## src/rtl/core/mlr_pkg.sv

```systemverilog
package mlr_pkg;

    localparam int COORD_BITS_DEF = 6;
    localparam int WIDTH_BITS     = 7;
    localparam int COLOR_BITS     = 24;
    localparam int ADDR_BITS      = 14;

    localparam logic [WIDTH_BITS-1:0] WIDTH_RESET = 7'd64;

    typedef enum logic [1:0] {
        OCT_SHALLOW_RISE = 2'd0,
        OCT_SHALLOW_FALL = 2'd1,
        OCT_STEEP_RISE   = 2'd2,
        OCT_STEEP_FALL   = 2'd3
    } octant_t;

    typedef enum logic [1:0] {
        ST_IDLE,
        ST_SETUP,
        ST_DRAW
    } state_t;

    // Line classification handed from the setup logic to the stepper.
    typedef struct packed {
        octant_t octant;
        logic    vert;
    } line_mode_t;

endpackage

```

## src/rtl/core/mlr_setup.sv

```systemverilog
module mlr_setup #(
    parameter int COORD_BITS = mlr_pkg::COORD_BITS_DEF,
    parameter int DEC_BITS   = COORD_BITS + 4
) (
    input  logic [COORD_BITS-1:0]      sx,
    input  logic [COORD_BITS-1:0]      sy,
    input  logic [COORD_BITS-1:0]      ex,
    input  logic [COORD_BITS-1:0]      ey,
    output logic [COORD_BITS-1:0]      start_x,
    output logic [COORD_BITS-1:0]      start_y,
    output logic [COORD_BITS-1:0]      count,
    output logic signed [DEC_BITS-1:0] d_init,
    output logic signed [DEC_BITS-1:0] inc_a,
    output logic signed [DEC_BITS-1:0] inc_b,
    output mlr_pkg::line_mode_t        mode
);
    import mlr_pkg::*;

    logic                         swap;
    logic [COORD_BITS-1:0]        x1;
    logic [COORD_BITS-1:0]        y1;
    logic [COORD_BITS-1:0]        x2;
    logic [COORD_BITS-1:0]        y2;
    logic [COORD_BITS-1:0]        dx;
    logic [COORD_BITS-1:0]        abs_up;
    logic signed [COORD_BITS:0]   up;
    logic signed [COORD_BITS:0]   neg_up;
    logic signed [DEC_BITS-1:0]   dxe;
    logic signed [DEC_BITS-1:0]   upe;
    logic                         vert;
    octant_t                      oct;

    always_comb
    begin
        swap   = (sx > ex);
        x1     = swap ? ex : sx;
        y1     = swap ? ey : sy;
        x2     = swap ? sx : ex;
        y2     = swap ? sy : ey;
        dx     = x2 - x1;
        up     = $signed({1'b0, y1}) - $signed({1'b0, y2});
        neg_up = -up;
        abs_up = up[COORD_BITS] ? neg_up[COORD_BITS-1:0] : up[COORD_BITS-1:0];
        vert   = (dx == '0);
        dxe    = $signed({{(DEC_BITS-COORD_BITS){1'b0}}, dx});
        upe    = $signed({{(DEC_BITS-COORD_BITS-1){up[COORD_BITS]}}, up});
    end

    always_comb
    begin
        priority if (vert)
            oct = OCT_STEEP_FALL;
        else if (!up[COORD_BITS] && (abs_up <= dx))
            oct = OCT_SHALLOW_RISE;
        else if (up[COORD_BITS] && (abs_up <= dx))
            oct = OCT_SHALLOW_FALL;
        else if (!up[COORD_BITS])
            oct = OCT_STEEP_RISE;
        else
            oct = OCT_STEEP_FALL;
    end

    // The decision values below are the midpoint sums evaluated at the first
    // pixel; the cross terms cancel because the line passes through both ends.
    always_comb
    begin
        start_x = x1;
        start_y = y1;
        count   = abs_up;
        unique case (oct)
            OCT_SHALLOW_RISE:
            begin
                count  = dx;
                d_init = (upe <<< 1) - dxe;
                inc_a  = upe <<< 1;
                inc_b  = (upe <<< 1) - (dxe <<< 1);
            end
            OCT_SHALLOW_FALL:
            begin
                count  = dx;
                d_init = (upe <<< 1) + dxe;
                inc_a  = upe <<< 1;
                inc_b  = (upe <<< 1) + (dxe <<< 1);
            end
            OCT_STEEP_RISE:
            begin
                start_x = x2;
                start_y = y2;
                d_init  = (dxe <<< 1) - upe;
                inc_a   = dxe <<< 1;
                inc_b   = (dxe <<< 1) - (upe <<< 1);
            end
            OCT_STEEP_FALL:
            begin
                d_init = upe + (dxe <<< 1);
                inc_a  = dxe <<< 1;
                inc_b  = (dxe <<< 1) + (upe <<< 1);
            end
            default:
            begin
                d_init = '0;
                inc_a  = '0;
                inc_b  = '0;
            end
        endcase
        // A vertical line always walks from the smaller row downward.
        if (vert && !up[COORD_BITS])
            start_y = y2;
    end

    assign mode.octant = oct;
    assign mode.vert   = vert;

endmodule

```

## src/rtl/core/mlr_stepper.sv

```systemverilog
module mlr_stepper #(
    parameter int COORD_BITS = mlr_pkg::COORD_BITS_DEF,
    parameter int DEC_BITS   = COORD_BITS + 4
) (
    input  logic                       clk,
    input  logic                       rst_n,
    input  logic                       load,
    input  logic                       step,
    input  logic [COORD_BITS-1:0]      start_x,
    input  logic [COORD_BITS-1:0]      start_y,
    input  logic [COORD_BITS-1:0]      count,
    input  logic signed [DEC_BITS-1:0] d_init,
    input  logic signed [DEC_BITS-1:0] inc_a,
    input  logic signed [DEC_BITS-1:0] inc_b,
    input  mlr_pkg::line_mode_t        mode,
    output logic [COORD_BITS-1:0]      cur_x,
    output logic [COORD_BITS-1:0]      cur_y,
    output logic                       last
);
    import mlr_pkg::*;

    logic [COORD_BITS-1:0]      x_reg,     x_next;
    logic [COORD_BITS-1:0]      y_reg,     y_next;
    logic [COORD_BITS-1:0]      cnt_reg,   cnt_next;
    logic signed [DEC_BITS-1:0] d_reg,     d_next;
    logic signed [DEC_BITS-1:0] inc_a_reg, inc_a_next;
    logic signed [DEC_BITS-1:0] inc_b_reg, inc_b_next;
    line_mode_t                 mode_reg,  mode_next;
    logic                       take;
    logic                       major_x;
    logic                       minor_neg;
    logic signed [DEC_BITS-1:0] d_sum;

    always_comb
    begin
        unique case (mode_reg.octant)
            OCT_SHALLOW_RISE:
            begin
                take      = (d_reg >= 0);
                major_x   = 1'b1;
                minor_neg = 1'b1;
            end
            OCT_SHALLOW_FALL:
            begin
                take      = (d_reg <= 0);
                major_x   = 1'b1;
                minor_neg = 1'b0;
            end
            OCT_STEEP_RISE:
            begin
                take      = (d_reg >= 0);
                major_x   = 1'b0;
                minor_neg = 1'b1;
            end
            OCT_STEEP_FALL:
            begin
                take      = (d_reg >= 0);
                major_x   = 1'b0;
                minor_neg = 1'b0;
            end
            default:
            begin
                take      = 1'b0;
                major_x   = 1'b0;
                minor_neg = 1'b0;
            end
        endcase
        if (mode_reg.vert)
            take = 1'b0;
    end

    // The one adder that carries the decision value from pixel to pixel.
    assign d_sum = d_reg + (take ? inc_b_reg : inc_a_reg);

    always_comb
    begin
        x_next     = x_reg;
        y_next     = y_reg;
        cnt_next   = cnt_reg;
        d_next     = d_reg;
        inc_a_next = inc_a_reg;
        inc_b_next = inc_b_reg;
        mode_next  = mode_reg;
        if (load)
        begin
            x_next     = start_x;
            y_next     = start_y;
            cnt_next   = count;
            d_next     = d_init;
            inc_a_next = inc_a;
            inc_b_next = inc_b;
            mode_next  = mode;
        end
        else if (step)
        begin
            d_next   = d_sum;
            cnt_next = cnt_reg - 1'b1;
            if (major_x)
            begin
                x_next = x_reg + 1'b1;
                if (take)
                    y_next = minor_neg ? y_reg - 1'b1 : y_reg + 1'b1;
            end
            else
            begin
                y_next = y_reg + 1'b1;
                if (take)
                    x_next = minor_neg ? x_reg - 1'b1 : x_reg + 1'b1;
            end
        end
    end

    always_ff @(posedge clk or negedge rst_n)
    begin
        if (!rst_n)
        begin
            x_reg     <= '0;
            y_reg     <= '0;
            cnt_reg   <= '0;
            mode_reg  <= '{octant: OCT_SHALLOW_RISE, vert: 1'b0};
        end
        else
        begin
            x_reg     <= x_next;
            y_reg     <= y_next;
            cnt_reg   <= cnt_next;
            mode_reg  <= mode_next;
        end
    end

    always_ff @(posedge clk)
    begin
        d_reg     <= d_next;
        inc_a_reg <= inc_a_next;
        inc_b_reg <= inc_b_next;
    end

    assign cur_x = x_reg;
    assign cur_y = y_reg;
    assign last  = (cnt_reg == '0);

endmodule

```

## src/rtl/core/midpoint_line_rasterizer_core.sv

```systemverilog
// Midpoint line rasterizer.
// The command channel (cmd_valid / cmd_stall) carries one line request: two
// endpoints and a packed color. The pixel channel (pix_valid / pix_stall)
// returns every pixel of that line in drawing order with its frame buffer
// byte address 3*(image_width*y + x), the color, and last_pixel on the end.
// cfg_write_en / cfg_write_data set image_width; write it only while idle.
// After the request is taken, the set-up logic decodes it and loads the
// stepper, and the first pixel is then loaded into the pixel register.
// Throughput: one pixel per cycle while pix_stall is low, set by the single
// decision adder in the stepper. cmd_stall stays high from the request until
// the last pixel has been loaded into the output register.
// When the receiver raises pix_stall the held pixel does not change and the
// stepper pauses until the pixel is taken.
// Reset clears both channels and returns image_width to 64.
module midpoint_line_rasterizer_core #(
    parameter int COORD_BITS = mlr_pkg::COORD_BITS_DEF
) (
    input  logic                           clk,
    input  logic                           rst_n,
    input  logic                           cfg_write_en,
    input  logic [mlr_pkg::WIDTH_BITS-1:0] cfg_write_data,
    input  logic                           cmd_valid,
    output logic                           cmd_stall,
    input  logic [COORD_BITS-1:0]          start_x,
    input  logic [COORD_BITS-1:0]          start_y,
    input  logic [COORD_BITS-1:0]          end_x,
    input  logic [COORD_BITS-1:0]          end_y,
    input  logic [mlr_pkg::COLOR_BITS-1:0] line_color,
    output logic                           pix_valid,
    input  logic                           pix_stall,
    output logic [COORD_BITS-1:0]          pixel_x,
    output logic [COORD_BITS-1:0]          pixel_y,
    output logic [mlr_pkg::ADDR_BITS-1:0]  byte_addr,
    output logic [mlr_pkg::COLOR_BITS-1:0] pixel_color,
    output logic                           last_pixel
);
    import mlr_pkg::*;

    localparam int DEC_BITS  = COORD_BITS + 4;
    localparam int PROD_BITS = WIDTH_BITS + COORD_BITS + 3;
    localparam int CALC_BITS = (PROD_BITS > ADDR_BITS) ? PROD_BITS : ADDR_BITS;

    state_t                  state_reg, state_next;
    logic [WIDTH_BITS-1:0]   width_reg;
    logic [COORD_BITS-1:0]   sx_reg, sy_reg, ex_reg, ey_reg;
    logic [COLOR_BITS-1:0]   color_reg;

    logic                    pix_valid_reg, pix_valid_next;
    logic [COORD_BITS-1:0]   px_reg, py_reg;
    logic [ADDR_BITS-1:0]    addr_reg;
    logic [COLOR_BITS-1:0]   pcolor_reg;
    logic                    plast_reg;

    logic                    cmd_accept;
    logic                    emit;
    logic                    load;

    logic [COORD_BITS-1:0]      su_start_x, su_start_y, su_count;
    logic signed [DEC_BITS-1:0] su_d_init, su_inc_a, su_inc_b;
    line_mode_t                 su_mode;
    logic [COORD_BITS-1:0]      cur_x, cur_y;
    logic                       step_last;
    logic [CALC_BITS-1:0]       lin_idx;
    logic [CALC_BITS-1:0]       addr_full;

    assign cmd_accept = cmd_valid && !cmd_stall;

    always_comb
    begin
        state_next = state_reg;
        unique case (state_reg)
            ST_IDLE:
                if (cmd_valid)
                    state_next = ST_SETUP;
            ST_SETUP:
                state_next = ST_DRAW;
            ST_DRAW:
                if (emit && step_last)
                    state_next = ST_IDLE;
            default:
                state_next = ST_IDLE;
        endcase
    end

    always_comb
    begin
        cmd_stall = 1'b1;
        load      = 1'b0;
        emit      = 1'b0;
        unique case (state_reg)
            ST_IDLE:
                cmd_stall = 1'b0;
            ST_SETUP:
                load = 1'b1;
            ST_DRAW:
                emit = !pix_valid_reg || !pix_stall;
            default:
                cmd_stall = 1'b1;
        endcase
    end

    always_comb
    begin
        pix_valid_next = pix_valid_reg;
        if (emit)
            pix_valid_next = 1'b1;
        else if (!pix_stall)
            pix_valid_next = 1'b0;
    end

    always_ff @(posedge clk or negedge rst_n)
    begin
        if (!rst_n)
        begin
            state_reg     <= ST_IDLE;
            width_reg     <= WIDTH_RESET;
            pix_valid_reg <= 1'b0;
        end
        else
        begin
            state_reg     <= state_next;
            pix_valid_reg <= pix_valid_next;
            if (cfg_write_en)
                width_reg <= cfg_write_data;
        end
    end

    always_ff @(posedge clk)
    begin
        if (cmd_accept)
        begin
            sx_reg    <= start_x;
            sy_reg    <= start_y;
            ex_reg    <= end_x;
            ey_reg    <= end_y;
            color_reg <= line_color;
        end
        if (emit)
        begin
            px_reg     <= cur_x;
            py_reg     <= cur_y;
            addr_reg   <= addr_full[ADDR_BITS-1:0];
            pcolor_reg <= color_reg;
            plast_reg  <= step_last;
        end
    end

    mlr_setup #(
        .COORD_BITS (COORD_BITS),
        .DEC_BITS   (DEC_BITS)
    ) u_setup (
        .sx      (sx_reg),
        .sy      (sy_reg),
        .ex      (ex_reg),
        .ey      (ey_reg),
        .start_x (su_start_x),
        .start_y (su_start_y),
        .count   (su_count),
        .d_init  (su_d_init),
        .inc_a   (su_inc_a),
        .inc_b   (su_inc_b),
        .mode    (su_mode)
    );

    mlr_stepper #(
        .COORD_BITS (COORD_BITS),
        .DEC_BITS   (DEC_BITS)
    ) u_stepper (
        .clk     (clk),
        .rst_n   (rst_n),
        .load    (load),
        .step    (emit),
        .start_x (su_start_x),
        .start_y (su_start_y),
        .count   (su_count),
        .d_init  (su_d_init),
        .inc_a   (su_inc_a),
        .inc_b   (su_inc_b),
        .mode    (su_mode),
        .cur_x   (cur_x),
        .cur_y   (cur_y),
        .last    (step_last)
    );

    // Row-major pixel index, then times three as index + 2*index.
    assign lin_idx   = CALC_BITS'(width_reg) * CALC_BITS'(cur_y) + CALC_BITS'(cur_x);
    assign addr_full = lin_idx + (lin_idx << 1);

    assign pix_valid   = pix_valid_reg;
    assign pixel_x     = px_reg;
    assign pixel_y     = py_reg;
    assign byte_addr   = addr_reg;
    assign pixel_color = pcolor_reg;
    assign last_pixel  = plast_reg;

    a_accept_setup: assert property (@(posedge clk) disable iff (!rst_n)
        cmd_accept |=> state_reg == ST_SETUP)
        else $error("accepted request did not enter set-up");

    a_setup_draw: assert property (@(posedge clk) disable iff (!rst_n)
        state_reg == ST_SETUP |=> state_reg == ST_DRAW && !pix_valid_reg || state_reg == ST_DRAW)
        else $error("set-up did not lead to drawing");

    a_last_idle: assert property (@(posedge clk) disable iff (!rst_n)
        emit && step_last |=> state_reg == ST_IDLE && pix_valid_reg && plast_reg)
        else $error("final pixel did not end the line");

    a_no_early_accept: assert property (@(posedge clk) disable iff (!rst_n)
        state_reg == ST_DRAW && !(emit && step_last) |=> cmd_stall)
        else $error("request taken while a line is still being drawn");

endmodule
```

## config.mk

```make
export PLATFORM = sky130hd
export DESIGN_NAME = midpoint_line_rasterizer_core
export DESIGN_NICKNAME = d
export VERILOG_FILES = /design/src/rtl/core/mlr_pkg.sv /design/src/rtl/core/mlr_setup.sv /design/src/rtl/core/mlr_stepper.sv /design/src/rtl/core/midpoint_line_rasterizer_core.sv
export SDC_FILE = /design/constraint.sdc
export NUM_CORES = 1
export LEC_CHECK = 0
export BUFFER_PORTS_ARGS = -buffer_cell sky130_fd_sc_hd__buf_2
export CORE_MARGIN = 1.5
export CORE_UTILIZATION = 60
export DETAILED_ROUTE_END_ITERATION = 8
export PLACE_DENSITY = 0.85
export SYNTH_ARGS = -nofsm -noshare
export SYNTH_HDL_FRONTEND = slang
export SYNTH_SLANG_ARGS = --single-unit
```

## constraint.sdc

```tcl
create_clock -name clk -period 7.4 [get_ports clk]
set_input_delay 0.37 -clock clk [delete_from_list [all_inputs] [get_ports clk]]
set_output_delay 0.37 -clock clk [all_outputs]
set_load 0.005 [all_outputs]
```

**Yosys cells after proc, flatten, opt, wreduce, memory -nomap -nowiden**

Cells that the tools add are included.

- Register bits: 160
- Input port bits: 60
- Output and inout bits: 53
- Word-level logic and storage cells: 126

- $add $sub $neg: 18
- Multipliers: 1
- Magnitude comparators: 4
- Equality and inequality tests: 12
- Multiplexer cells: 43
- Reduce and logical (&&, ||, !) cells: 27

Operators with widths:

| cell | number |
|---|---|
| $mux W6 | 21 |
| $pmux W10 S4 | 1 |
| $mux W10 | 3 |
| $pmux W10 S3 | 1 |
| $pmux W10 S2 | 1 |
| $sub A6 B1 Y6 const B | 3 |
| $sub A8 B7 Y9 | 2 |
| $sub A8 B8 Y9 | 2 |
| $add A13 B6 Y14 | 1 |
| $add A14 B14 Y14 | 1 |
| $reduce_or A2 Y1 | 7 |
| $mul A7 B6 Y13 | 1 |
| $add A6 B1 Y6 const B | 2 |
| $logic_not A6 Y1 | 2 |
| $add A10 B10 Y10 | 1 |
| $eq A2 B2 Y1 const B | 5 |
| $ge A10 B1 Y1 const B | 1 |
| $le A10 B1 Y1 const B | 1 |
| $mux W2 | 5 |
| $add A7 B8 Y9 | 1 |
| $add A8 B7 Y9 | 1 |
| $add A8 B8 Y9 | 1 |
| $mux W1 | 7 |
| $sub A6 B6 Y7 | 1 |
| other kinds (18) | 33 |

**Logic depth before layout (Yosys ltp)**

Gate-level depths: netlist of the first run.

- Depth in word-level cells: 14
- Depth in mapped cells: 31
- Gate-level depth less buffers: 26

**Modules after synthesis**

Synthesis of the first run repeated with hierarchy kept, for this count alone.

- Cells, all modules: 1,122
- Area total of the unflattened synthesis: 11,777.5 µm²

Modules (own cells, without submodules):

| module | times used | cells each | area an instance (µm²) | sequential area each (µm²) |
|---|---|---|---|---|
| midpoint_line_rasterizer_core | 1 | 371 | 5,496.5 | 3,224.3 |
| mlr_setup | 1 | 486 | 3,384.5 | 0.0 |
| mlr_stepper | 1 | 265 | 2,896.5 | 1,426.4 |

**Least setup slack after synthesis of the first run**

OpenSTA, ideal clock, no wires.

- Path type: reg2reg
- Start: register sx_reg[2]
- End: register u_stepper.y_reg[2] (netlist: u_stepper.cur_y[2])
- Setup time: 0.096 ns
- Arrival: 6.107 ns
- Setup slack: 1.198 ns
- Cell stages (with the launch flop): 31
- Clock period less this slack: 6.202 ns
- Path through: edfxtp_1 ha_1 clkbuf_1 and4_4 o21ai_2 a31oi_4 buf_6 mux2i_1 ha_1 a21oi_1 maj3_1 a211oi_1 o32ai_1 a21o_1 buf_2 clkinv_1 clkbuf_1 nor2_1 xnor2_1 ha_1 o21a_1 o21a_1 o21a_1 o21a_1 o32a_1 buf_1 a41oi_4 nor3_4 or2_1 buf_6 a311oi_2

- Longest elaborated chain between the ends: 14
- Elaborated cells on any way between the ends: 23

Ends and longest elaborated chain:

| element | line | RTL |
|---|---|---|
| start, declared | midpoint_line_rasterizer_core.sv:45 | `logic [COORD_BITS-1:0] sx_reg, sy_reg, ex_reg, ey_reg;` |
| start signal, assigned | midpoint_line_rasterizer_core.sv:132 | `sx_reg <= start_x;` |
| $gt A6 B6 Y1 | mlr_setup.sv:35 | `swap = (sx > ex);` |
| $mux W6, on equally long branches | mlr_setup.sv:37, mlr_setup.sv:39 |  |
| $sub A6 B6 Y7 | mlr_setup.sv:41 | `up = $signed({1'b0, y1}) - $signed({1'b0, y2});` |
| $neg A6 Y6 | mlr_setup.sv:42 | `neg_up = -up;` |
| $mux W6 | mlr_setup.sv:43 | `abs_up = up[COORD_BITS] ? neg_up[COORD_BITS-1:0] : up[COORD_BITS-1:0];` |
| $le A6 B6 Y1 | mlr_setup.sv:53, mlr_setup.sv:55 |  |
| $logic_and A1 B1 Y1 | mlr_setup.sv:55 | `else if (up[COORD_BITS] && (abs_up <= dx))` |
| $mux W2 | mlr_setup.sv:55 |  |
| $mux W2 | mlr_setup.sv:53 | `else if (!up[COORD_BITS] && (abs_up <= dx))` |
| $mux W2 | mlr_setup.sv:51 | `priority if (vert)` |
| $eq A2 B2 Y1 | mlr_setup.sv:70 | `unique case (oct)` |
| $mux W6 | mlr_setup.sv:70 |  |
| $mux W6 * | mlr_setup.sv:107 | `if (vert && !up[COORD_BITS])` |
| $mux W6 * | mlr_stepper.sv:84 | `if (load)` |
| end signal, assigned | mlr_stepper.sv:125 | `y_reg <= y_next;` |
| end, declared | mlr_stepper.sv:23 | `logic [COORD_BITS-1:0] y_reg, y_next;` |

Every way passes the cells marked *; elsewhere a longest branch is shown, timed or not.
A chain may end at the register's enable or synchronous reset.

**Final worst setup path of the first run**

- Start: register sx_reg[4]
- End: register u_stepper.y_reg[5] (netlist: u_stepper.cur_y[5])

The elaborated chain is that of the path after synthesis.

==> qor.csv, run 1 <==
stage,metric,value,unit
sta,RSZ-0062 raised after global routing,no,
yosys,asr flop ratio synth,0.2000,
yosys,"EDFF count, synth",124,
flow_run,Max Cap Violations,0,
detailed_routing,antenna-violating nets left,0,
yosys,top post-synthesis cells by area,"edfxtp_1, ha_1, dfrtp_1, fa_1, xnor2_1",
grt,vias in the first global route,8770,
cells_and_area,Antenna Cells,0,
grt,largest net degree at the start of global routing,52,
clocking,# H-tree levels,4,
clocking,post-CTS sizing,0,
setup_path,CP Max Fanout,18,
sta,Setup Viol. Count Final,0,
cells_and_area,nets,1414,
yosys,synth unique cells,86,
sta,Worst slew margin,0.2431,
clocking,Root Buffer,clkbuf_16,
floorplanning,Die H,140.5,um
floorplanning,Initial Utilization,0.6085,
grt,first-pass GRT wire length,42.89,mm
detailed_routing,routed vias/inst,5.980,
clocking,maximum root-to-sink buffer count,2,
detailed_routing,DRC violations left,0,
setup_path,Critical Path RT,7750,ps
yosys,syn_nets,1296,
floorplanning,FP Rows,50,
yosys,Yosys warnings,0,
setup_path,critical path capture point type,flip-flop,
setup_path,critical path arrival,7080,ps
detailed_routing,DR WL/cell,18.25,um
sta,Final WS setup,670.4,ps
detailed_routing,Top Layer Used,met4,
sta,clock skew,14.90,ps
outcome,status,completed,
detailed_routing,first drt pass iteration count,5,
setup_path,Setup crit start kind,flip-flop,
yosys,"area leader, netlist",edfxtp_1,
detailed_routing,Starting DRT DRC Count,710,
floorplanning,area of the die,0.01974,mm2
place,port bufs,112,
detailed_routing,final WL,26.54,mm
sta,final period utilization,0.9094,
place,Routability Congestion,0.9687,
clocking,CTS tree,yes,
sta,f_max,0.1486,GHz
place,pre-CTS setup slack,854.8,ps
grt,GRT overflow,0,
yosys,Synth Area per Inst,10.42,um2
detailed_routing,M1 wire length,11.15,mm
yosys,Post-Syn Instances,1089,
sta,"Hold Vio Cnt, Final",0,
yosys,sequential share of the synthesized area,0.3967,
yosys,top-area cell type share of the netlist area,0.3282,
cells_and_area,Layout area overhead,13.20,%
yosys,Post-synth top flop,edfxtp_1,
sta,Pins Over Slew Limit,0,
clocking,clk_lat worst skew,440,ps
cells_and_area,ratio of cells with drive above 1 in the final layout,0.1705,
sta,Worst Tran Pin Value,1127,ps
detailed_routing,routed vias,8695,
floorplanning,die width,140.5,um
place,dpl hpwl,19.50,mm
grt,Total Routing Usage GR,0.2771,
detailed_routing,met2 WL,12.79,mm
clocking,setup bufs post-CTS,0,
yosys,register bit count reported by yosys,155,
detailed_routing,met3 WL,1.861,mm
sta,final setup TNS,0,ps
clocking,TritonCTS Sinks,155,
yosys,mapped cell area,0.01134,mm2
clocking,total CTS buffers,17,
setup_path,CP Class,reg2reg,
clocking,clock transition at the registers of the reported paths,80,ps
floorplanning,Placeable Area,0.01864,mm2
sta,min Tclk post-route,6730,ps
hold_path,HP Class,in2reg,
grt,initial antenna violation count,0,
floorplanning,# IOs,113,
## metal layers
layer  track usage  vias to the layer above
met1        0.3565                     4145
met5             0                        -
li1              -                     4123
met3       0.05299                       61
met4        0.1102                        0
met2        0.4643                      366
## metrics by stage
step                        util  cells  area, um2  hold WS, ps
after floorplan                -   1089      11340        74.41
after CTS                 0.6889   1454      12840        92.46
after detailed placement  0.6542   1421      12200        405.2
after global placement    0.6542   1421      12200        400.3
after global routing      0.6889   1454      12840        87.41
final                     0.6889   1454      12840        98.73
## cells by family (layout without fill, tap and decap cells)
kind of cell | count (synthesis) | count (layout) | synth area share
and+or+nand+nor | 302 | 302 | 0.1272
AOI/OAI and AO/OA | 245 | 245 | 0.1555
DFF | 155 | 155 | 0.3967
adders and majority gates | 153 | 153 | 0.1886
buffers and inverters | 136 | 267 | 0.04754
xor gates and xnor gates | 81 | 81 | 0.06739
muxes | 17 | 17 | 0.01710
## what timing repair did
item	CTS	global route
endpoints found under the hold margin	1	0
hold buffers	1	0
endpoints found under the setup margin	0	0
## cell usage after synthesis, drive strengths merged (4+ instances only)
master and instances:
o21a 11, edfxtp 124, dfrtp 30, or3 8
nand2 107, nand3 14, and2 18, nand2b 12
o21ai 45, a221oi 5, o22ai 6, a31oi 8
inv 101, o21bai 15, buf 8, a21o 16
clkinv 4, nor4 16, xnor2 59, nor2b 19
mux2i 8, maj3 6, a211o 4, o211ai 10
ha 115, a311oi 9, fa 32, nor3 15
or2 9, o41ai 6, mux2 9, a21oi 71
nor2 73, clkbuf 23, xor2 20, a211oi 10
## path summary, 6_finish.rpt
kind | cells after the start | startpoint | end | slack, ps
max in group asynchronous | 2 | rst_n | pix_valid | 6400
worst max-delay path | 24 | sx_reg[4] | u_stepper.cur_y[5] | 670
worst max register to register | 24 | sx_reg[4] | u_stepper.cur_y[5] | 670
worst min register to register | 0 | color_reg[22] | pixel_color[22] | 420
min in group asynchronous | 2 | rst_n | width_reg[0] | 520
worst min-delay path | 1 | end_y[5] | ey_reg[5] | 100
## area by class of cell
class | instances | area [um2]
Clock buffer | 17 | 425.4
Clock inverter | 15 | 211.5
Fill cell | 1407 | 5801
Inverter | 105 | 401.6
Multi-Input combinational cell | 798 | 6312
Sequential cell | 155 | 4501
Tap cell | 234 | 292.8
Timing Repair Buffer | 130 | 698.2
## worst max-delay path, cell delays in order (launching register included)
cell,delay (ps)
edfxtp_1,450
ha_1,530
nand2_1,130
or2_1,310
a31oi_4,470
mux2i_1,270
ha_1,230
a21oi_1,60
maj3_1,360
a211oi_1,290
o32ai_1,140
a21o_1,180
buf_4,210
o21ai_0,260
ha_1,310
nor2b_1,160
o21a_1,170
o21a_1,160
o21a_1,170
o21a_1,190
o32a_1,370
a41oi_4,440
nor3_4,100
or2_1,360
a311oi_2,310
## cells in the final DEF, fill, tap and decap left out, types with 5 or more instances in the layout
cell type / instances
edfxtp_1: 124
ha_1: 115
buf_2: 112
nand2_1: 107
inv_1: 97
nor2_1: 72
a21oi_1: 70
xnor2_1: 58
o21ai_0: 43
fa_1: 32
dfrtp_1: 30
nor2b_1: 19
xor2_1: 19
and2_1: 18
clkbuf_16: 17
buf_4: 17
a21o_1: 16
nor4_1: 16
o21bai_1: 15
nand3_1: 14
nor3_1: 13
nand2b_1: 12
o21a_1: 11
a211oi_1: 9
mux2_2: 9
o211ai_1: 9
a31oi_1: 7
or3_1: 7
mux2i_1: 7
a311oi_2: 7
clkinv_8: 7
maj3_1: 6
o22ai_1: 6
or2_2: 5
Power of run 1 is not shown: default switching activity piles up to over one toggle a cycle in this logic, so the estimate is an artifact.
==> inputs of run 2 (changes only) <==
--- a/config.mk
+++ b/config.mk
@@ -8,6 +8,7 @@
 export BUFFER_PORTS_ARGS = -buffer_cell sky130_fd_sc_hd__buf_2
 export CORE_MARGIN = 1.5
 export CORE_UTILIZATION = 60
+export CTS_BUF_LIST = sky130_fd_sc_hd__clkbuf_8
 export DETAILED_ROUTE_END_ITERATION = 8
 export PLACE_DENSITY = 0.85
 export SYNTH_ARGS = -nofsm -noshare
==> qor.csv, run 2 (synthesis results as in run 1) <==
stage,metric,value,unit
grt,initial antenna violation count,0,
clocking,TritonCTS Sinks,155,
outcome,status,completed,
sta,RSZ-0062 raised after global routing,no,
place,port bufs,112,
setup_path,CP Max Fanout,18,
detailed_routing,first drt pass iteration count,6,
cells_and_area,nets,1414,
setup_path,critical path arrival,6920,ps
detailed_routing,Starting DRT DRC Count,714,
sta,Pins Over Slew Limit,0,
detailed_routing,routed vias/inst,5.942,
grt,GRT overflow,0,
place,dpl hpwl,19.50,mm
detailed_routing,final WL,25.79,mm
sta,f_max,0.1501,GHz
sta,final setup TNS,0,ps
cells_and_area,Layout area overhead,11.51,%
clocking,maximum root-to-sink buffer count,2,
grt,Total Routing Usage GR,0.2690,
detailed_routing,DRC violations left,0,
cells_and_area,"commonest non-fill, non-tap cells in the layout","edfxtp_1, ha_1, buf_2",
floorplanning,# IOs,113,
clocking,total CTS buffers,17,
detailed_routing,antenna-violating nets left,0,
clocking,# H-tree levels,4,
clocking,hold_buf cts,1,
sta,clock skew,26.76,ps
cells_and_area,Antenna Cells,0,
setup_path,Critical Path RT,7660,ps
clocking,clk_lat worst skew,490,ps
flow_run,Max Cap Violations,0,
setup_path,critical path capture point type,flip-flop,
grt,vias in the first global route,8637,
grt,first-pass GRT wire length,41.79,mm
floorplanning,FP Rows,50,
place,Routability Congestion,0.9687,
cells_and_area,"most common cell after layout, fill and taps aside",edfxtp_1,
floorplanning,area of the die,0.01974,mm2
clocking,CTS tree,yes,
sta,"Hold Vio Cnt, Final",0,
floorplanning,Initial Utilization,0.6085,
clocking,post-CTS sizing,0,
sta,min Tclk post-route,6664,ps
floorplanning,Die H,140.5,um
sta,Worst Tran Pin Value,1123,ps
clocking,Root Buffer,clkbuf_8,
sta,Setup Viol. Count Final,0,
detailed_routing,DR WL/cell,17.74,um
grt,largest net degree at the start of global routing,52,
sta,final period utilization,0.9005,
setup_path,Setup crit start kind,flip-flop,
sta,Worst slew margin,0.2462,
setup_path,CP Class,reg2reg,
floorplanning,die width,140.5,um
clocking,clock transition at the registers of the reported paths,120,ps
detailed_routing,routed vias,8640,
cells_and_area,ratio of cells with drive above 1 in the final layout,0.1705,
clocking,setup bufs post-CTS,0,
hold_path,HP Class,in2reg,
floorplanning,Placeable Area,0.01864,mm2
-- run 2: cell counts in the layout (fill, tap and decap cells not counted) --
Identical to the previous run, type by type.
-- run 2: worst max-delay path: stages (launching register included) --
cell      delay (ps)
edfxtp_1         460
ha_1             530
and4_4           300
o21ai_2          100
a31oi_4          490
mux2i_1          270
ha_1             220
a21oi_1           60
maj3_1           360
a211oi_1         290
o32ai_1          140
a21o_1           180
buf_4            210
o21ai_0          250
ha_1             300
nor2b_1          140
o21a_1           160
o21a_1           160
o21a_1           160
o21a_1           200
o32a_1           370
a41oi_4          440
buf_4            250
nor2_1            50
a211oi_1         330
-- run 2: routing by layer --
layer	up-vias	global-route usage	wire, um
met2	373	0.4515	12270
met5	-	0	0
li1	4116	-	-
met3	63	0.05197	1930
met4	0	0.09704	745
met1	4088	0.3493	10850
-- run 2: worst paths after layout --
check | from | cells past startpoint | slack (ps) | end
setup / recovery | sx_reg[4] | 24 | 740 | u_stepper.d_reg[0]
hold / removal | line_color[5] | 1 | 50 | color_reg[5]
setup reg to reg | sx_reg[4] | 24 | 740 | u_stepper.d_reg[0]
hold reg to reg | color_reg[20] | 0 | 430 | pixel_color[20]
max in group asynchronous | rst_n | 2 | 6460 | u_stepper.mode_reg[1]
min in group asynchronous | rst_n | 2 | 450 | width_reg[0]
-- run 2: final cells by class --
cell class / count / area [um2]
timing repair buffer: 130 / 698.2
fill: 1425 / 5992
multi-input combinational: 798 / 6312
inverter: 105 / 401.6
clock inverter: 15 / 211.5
tap: 234 / 292.8
clock buffer: 17 / 234.0
sequential: 155 / 4501
-- run 2: metrics by stage --
step	utilization	setup slack (ps)	cells	hold slack, ps	area, um2
global route	0.6786	436.6	1454	39.61	12650
finish	0.6786	736.0	1454	50.45	12650
detailed placement	0.6542	854.8	1421	405.2	12200
global placement	0.6542	1097	1421	400.3	12200
floorplan	-	1198	1089	74.41	11340
CTS	0.6786	828.7	1454	45.08	12650
Power of run 2 is left out for the same reason.
